**config.mk**
```make
export PLATFORM = sky130hd
export DESIGN_NAME = cdm_div_cell
export DESIGN_NICKNAME = d
export VERILOG_FILES = /design/src/rtl/cdm_pkg.sv /design/src/rtl/cdm_div_cell.sv
export SDC_FILE = /design/constraint.sdc
export NUM_CORES = 1
export LEC_CHECK = 0
export ABC_AREA = 1
export BUFFER_PORTS_ARGS = -buffer_cell sky130_fd_sc_hd__buf_4
export CAP_MARGIN = 5
export CORE_MARGIN = 4
export CORE_UTILIZATION = 54
export CTS_BUF_LIST = sky130_fd_sc_hd__clkbuf_4 sky130_fd_sc_hd__clkbuf_8
export CTS_CLUSTER_DIAMETER = 30
export DETAILED_ROUTE_END_ITERATION = 10
export HOLD_SLACK_MARGIN = 0.05
export PLACE_DENSITY = 0.88
export SYNTH_ARGS = -nofsm -noshare
export SYNTH_HDL_FRONTEND = slang
export SYNTH_SLANG_ARGS = --single-unit
```
**constraint.sdc**
```tcl
create_clock -name clk -period 6.8 [get_ports clk]
set_clock_uncertainty 0.2 [all_clocks]
set_input_delay 1.36 -clock clk [delete_from_list [all_inputs] [get_ports clk]]
set_output_delay 1.36 -clock clk [all_outputs]
set_load 0.005 [all_outputs]
```
**src/rtl/cdm_pkg.sv**
```systemverilog
// ----------------------------------------------------------------------------
// Concentric disk map package
// Shared constants and the control record that moves along the cell row.
// ----------------------------------------------------------------------------
package cdm_pkg;

  localparam int unsigned TRIG_Q = 30;
  localparam logic [29:0] PI_QUARTER_Q30 = 30'd843314857;
  localparam int unsigned DIV_CELLS = 31;

  typedef enum logic [3:0] {
    SEC_1 = 4'b0001,
    SEC_2 = 4'b0010,
    SEC_3 = 4'b0100,
    SEC_4 = 4'b1000
  } sector_t;

  typedef struct packed {
    logic    vld;
    logic    zero;
    logic    neg_q;
    sector_t sector;
  } ctl_t;

  // Divisors of the series terms, sine then cosine, for terms one to six.
  function automatic logic [7:0] sin_div(input logic [2:0] i);
    logic [7:0] k;
    begin
      k = 8'({i, 1'b0});
      sin_div = 8'(k * (k + 8'd1));
    end
  endfunction

  function automatic logic [7:0] cos_div(input logic [2:0] i);
    logic [7:0] k;
    begin
      k = 8'({i, 1'b0});
      cos_div = 8'((k - 8'd1) * k);
    end
  endfunction

  // Reciprocal for an exact floor division of a value below 2^TRIG_Q by c:
  // multiply by div_recip(c) and shift right by div_shift(c).
  function automatic int unsigned div_shift(input logic [7:0] c);
    begin
      div_shift = TRIG_Q + unsigned'($clog2(c));
    end
  endfunction

  function automatic logic [31:0] div_recip(input logic [7:0] c);
    logic [63:0] p;
    begin
      p = 64'(1) << div_shift(c);
      div_recip = 32'((p + 64'(c) - 64'd1) / 64'(c));
    end
  endfunction

endpackage

```
**src/rtl/cdm_div_cell.sv**
```systemverilog
// ----------------------------------------------------------------------------
// Ratio division cell
// One restoring quotient bit per cell, passing remainder and quotient on.
// ----------------------------------------------------------------------------
module cdm_div_cell #(
  parameter int unsigned W = 18
) (
  input  logic                  clk,
  input  logic                  rst_n,
  input  logic                  en,
  input  cdm_pkg::ctl_t         ctl_i,
  input  logic [W-1:0]          rem_i,
  input  logic [W-1:0]          den_i,
  input  logic [cdm_pkg::DIV_CELLS-1:0] quo_i,
  output cdm_pkg::ctl_t         ctl_o,
  output logic [W-1:0]          rem_o,
  output logic [W-1:0]          den_o,
  output logic [cdm_pkg::DIV_CELLS-1:0] quo_o
);
  import cdm_pkg::*;

  logic [W:0] sh;
  logic [W:0] diff;
  logic [W-1:0] rem_nxt;
  logic         bit_nxt;
  ctl_t         ctl_r;
  logic [W-1:0] rem_r, den_r;
  logic [DIV_CELLS-1:0] quo_r;

  // The next dividend bit enters from the top of the quotient word.
  always_comb begin
    sh   = {rem_i, quo_i[DIV_CELLS-1]};
    diff = sh - {1'b0, den_i};
    bit_nxt = !diff[W];
    rem_nxt = bit_nxt ? diff[W-1:0] : sh[W-1:0];
  end

  always_ff @(posedge clk) begin
    if (!rst_n) begin
      ctl_r.vld <= 1'b0;
    end else if (en) begin
      ctl_r.vld <= ctl_i.vld;
    end
    if (en) begin
      ctl_r.zero   <= ctl_i.zero;
      ctl_r.neg_q  <= ctl_i.neg_q;
      ctl_r.sector <= ctl_i.sector;
      rem_r <= rem_nxt;
      den_r <= den_i;
      quo_r <= {quo_i[DIV_CELLS-2:0], bit_nxt};
    end
  end

  assign ctl_o = ctl_r;
  assign rem_o = rem_r;
  assign den_o = den_r;
  assign quo_o = quo_r;

endmodule

```
==> impl_metrics.xml <==
<?xml version="1.0" encoding="UTF-8"?>
<metrics>
  <group name="grt">
    <metric name="grt_usage" unit="%">24.8</metric>
    <metric name="global_route_track_usage_on_met3" unit="%">6.75</metric>
    <metric name="grt_pass1_vias" unit="">3094</metric>
    <metric name="met2_usage" unit="%">45.0</metric>
    <metric name="grt-ovfl-total" unit="">0</metric>
    <metric name="global_route.peak_usage_layer" unit="">met2</metric>
    <metric name="antenna_found_initial" unit="">0</metric>
    <metric name="grt_pass1_wl" unit="um">16000</metric>
    <metric name="grt_use_met1" unit="%">27.5</metric>
    <metric name="grt_max_degree" unit="">76</metric>
  </group>
  <group name="synth">
    <metric name="postSynthNetCount" unit="">461</metric>
    <metric name="yosys_most_used_dff" unit="">sky130_fd_sc_hd__edfxtp_1</metric>
    <metric name="async_reset_ff_share" unit="%">0</metric>
    <metric name="synth-edff-count" unit="">73</metric>
    <metric name="postSynthRegisterBits" unit="">74</metric>
    <metric name="yosysWarnings" unit="">0</metric>
    <metric name="syn-mean-instance-area" unit="um2">10.1</metric>
    <metric name="synthesis.area" unit="um2">3670</metric>
    <metric name="post_synth_num_cell_types" unit="">29</metric>
    <metric name="post_synth_inst_count" unit="">365</metric>
    <metric name="seq_area_frac_synth" unit="%">60.2</metric>
  </group>
  <group name="critical_path">
    <metric name="setup.reg_to_reg.worst_slack" unit="ns">5.86</metric>
    <metric name="worstPathMaxFanout" unit="">19</metric>
    <metric name="timing.critical_path.slowest_stage_cell" unit="">sky130_fd_sc_hd__fa_1</metric>
    <metric name="cpMostUsedCell" unit="">sky130_fd_sc_hd__nand2_1</metric>
    <metric name="worst_path_cell_trace" unit="">buf_4 -&gt; ha_1 -&gt; fa_1 -&gt; nand3b_1 -&gt; nand3_2 -&gt; nand2_2 -&gt; nand3_1 -&gt; nand2_4 -&gt; nand2_1 -&gt; nand2_1</metric>
    <metric name="worst_ep_arrival_time" unit="ns">3.03</metric>
    <metric name="end_kind" unit="">register</metric>
    <metric name="worstSetupStartpointType" unit="">input port</metric>
    <metric name="critPathMaxStageDelay" unit="ns">0.46</metric>
    <metric name="worst-endpoint-required" unit="ns">6.70</metric>
    <metric name="timing_worst_setup_path_type" unit="">input port to register</metric>
  </group>
  <group name="die">
    <metric name="initial_utilization" unit="%">56.6</metric>
    <metric name="die_area" unit="um2">8190</metric>
    <metric name="placeableCoreArea" unit="um2">6490</metric>
    <metric name="die_width" unit="um">90.5</metric>
    <metric name="std_cell_rows" unit="">29</metric>
    <metric name="ioPinCount" unit="">151</metric>
    <metric name="die_height" unit="um">90.5</metric>
  </group>
  <group name="finish">
    <metric name="final_common_cell" unit="">sky130_fd_sc_hd__buf_4</metric>
    <metric name="instances_no_fill" unit="">606</metric>
    <metric name="final_nets" unit="">620</metric>
    <metric name="areaGrowthSynthToFinish" unit="%">39.2</metric>
    <metric name="most-common-layout-cells" unit="">sky130_fd_sc_hd__buf_4, sky130_fd_sc_hd__nand2_1, sky130_fd_sc_hd__edfxtp_1, sky130_fd_sc_hd__inv_1, sky130_fd_sc_hd__nor2_1</metric>
    <metric name="antenna_cells_inserted" unit="">0</metric>
    <metric name="finish.instance_area" unit="um2">5110</metric>
    <metric name="layout_cell_share_with_drive_strength_beyond_1" unit="%">34.6</metric>
    <metric name="fillerInstances" unit="">400</metric>
  </group>
  <group name="sta">
    <metric name="finalSetupViolations" unit="">0</metric>
    <metric name="timing.setup.tns" unit="ns">0</metric>
    <metric name="hold_viol" unit="">0</metric>
    <metric name="maxClockFrequency" unit="MHz">319</metric>
    <metric name="slew_at_the_pin_closest_to_its_max_slew_limit" unit="ns">0.926</metric>
    <metric name="drv_slew" unit="">0</metric>
    <metric name="rsz0062_at_grt" unit="">false</metric>
    <metric name="timing.final.crit_period" unit="ns">3.13</metric>
    <metric name="postLayoutSetupSlackWorst" unit="ns">3.67</metric>
    <metric name="timing.final.crit_share" unit="%">46.1</metric>
    <metric name="slew_headroom" unit="%">38.3</metric>
  </group>
  <group name="outcome">
    <metric name="status" unit="">completed</metric>
  </group>
  <group name="place">
    <metric name="dp_hpwl" unit="um">7410</metric>
    <metric name="post-place-cells" unit="">590</metric>
    <metric name="gpl.final_weighted_congestion" unit="">0.910</metric>
    <metric name="port_buffers" unit="">150</metric>
    <metric name="detailed_place.area" unit="um2">4870</metric>
    <metric name="dpl_worst_slack" unit="ns">3.30</metric>
  </group>
  <group name="route">
    <metric name="wl_per_cell" unit="um">16.7</metric>
    <metric name="postRouteAntennaNets" unit="">0</metric>
    <metric name="detail_route.wirelength" unit="um">10100</metric>
    <metric name="via_count" unit="">3092</metric>
    <metric name="route.detailed.drc" unit="">0</metric>
    <metric name="drt-pass1-iter-count" unit="">4</metric>
    <metric name="drtIter0Drc" unit="">160</metric>
    <metric name="viasPerCell" unit="">5.10</metric>
  </group>
  <group name="power_and_ir_drop">
    <metric name="power_leakage" unit="nW">2.52</metric>
    <metric name="vdd_drop_max" unit="uV">112</metric>
    <metric name="power_per_cell_area" unit="nW/um2">243</metric>
  </group>
  <group name="cts">
    <metric name="cts.root.buffer_cell" unit="">sky130_fd_sc_hd__clkbuf_8</metric>
    <metric name="clock_sinks" unit="">74</metric>
    <metric name="clk_latency" unit="ns">0.34</metric>
    <metric name="postCtsResizedCells" unit="">0</metric>
    <metric name="tritoncts.num_buffers" unit="">9</metric>
    <metric name="cts_buffer_depth" unit="">2</metric>
    <metric name="cts.htree.levels" unit="">3</metric>
    <metric name="clkTransAtPathRegs" unit="ns">0.08</metric>
    <metric name="postCtsSetupBuffers" unit="">0</metric>
    <metric name="tritoncts" unit="">built</metric>
    <metric name="hold_buffers" unit="">0</metric>
  </group>
  <group name="run">
    <metric name="maxCapViolCount" unit="">0</metric>
  </group>
  <group name="worst_hold_path">
    <metric name="hold_class" unit="">register to register</metric>
  </group>
</metrics>
## registers in the layout, indices dropped and copies added (netlist names)
signal,flops
ctl_o,7
den_o,18
quo_o,31
rem_o,18
## cells by family (layout without fill, tap and decap cells)
logic type	count (synthesis)	count (layout)	share of synthesized area, %
AOI/OAI and AO/OA	21	21	3.10
xor gates and xnor gates	9	9	2.14
adders and majority gates	19	19	6.67
buffers and inverters	52	216	5.82
DFF	74	74	60.2
and+or+nand+nor	190	190	22.1
## layer usage
metal | up-vias | share of wire (%)
li1 | 1504 | -
met1 | 1428 | 38
met2 | 136 | 53
met3 | 24 | 7.5
met4 | 0 | 2.4
met5 | - | 0
## worst max-delay path, delay by kind of cell
kind	cells	cell delay, ns
AND/OR/NAND/NOR	7	0.85
adder cells (fa/ha/maj)	2	0.69
buffers and inverters	1	0.11
## layout make-up
cell class	instances	area (um2)	share of cell area, %
multi-input combinational	239	1250	24.4
clock buffer	10	131	2.57
sequential	74	2210	43.2
clock inverter	6	113	2.20
inverter	50	188	3.67
tap	77	96.3	1.88
timing repair buffer	150	1130	22.0
## Yosys cell counts (2+ instances only)
cell type / count / area share (%)
sky130_fd_sc_hd__nand2_1: 129 / 13
sky130_fd_sc_hd__edfxtp_1: 73 / 60
sky130_fd_sc_hd__inv_1: 49 / 5.0
sky130_fd_sc_hd__nor2_1: 23 / 2.3
sky130_fd_sc_hd__ha_1: 18 / 6.1
sky130_fd_sc_hd__nand3_1: 14 / 1.9
sky130_fd_sc_hd__a21oi_1: 11 / 1.5
sky130_fd_sc_hd__nand2_2: 7 / 1.2
sky130_fd_sc_hd__o21ai_0: 6 / 0.82
sky130_fd_sc_hd__xor2_1: 5 / 1.2
sky130_fd_sc_hd__nor3_1: 4 / 0.54
sky130_fd_sc_hd__xnor2_1: 4 / 0.95
sky130_fd_sc_hd__and2_1: 3 / 0.51
sky130_fd_sc_hd__nand2_4: 2 / 0.61
sky130_fd_sc_hd__nor2_2: 2 / 0.34
sky130_fd_sc_hd__or2_2: 2 / 0.34
## power by group
part	switching (W)	internal, W
Combinational	0.000134	0.000124
Clock	0.000168	0.000249
Sequential	0.0000131	0.000554
Total	0.000316	0.000928
## stage by stage
stage,total power (W),util (%),hold slack [ns]
3_3_place_gp,0.000822,75.0,0.323
2_1_floorplan,0.000696,-,0.325
3_5_place_dp,0.000833,75.0,0.386
5_1_grt,0.00130,78.8,0.461
4_1_cts,0.00125,78.8,0.450
6_report,0.00124,78.8,0.425
## final timing paths
kind / start / end / cells past startpoint
worst max-delay path: den_i[0] / rem_o[6] / 10
worst min-delay path: ctl_o[6] / ctl_o[6] / 2
worst max register to register: ctl_o[6] / ctl_o[6] / 2
worst min register to register: ctl_o[6] / ctl_o[6] / 2
No activity file was read; power rests on OpenSTA's default activity.
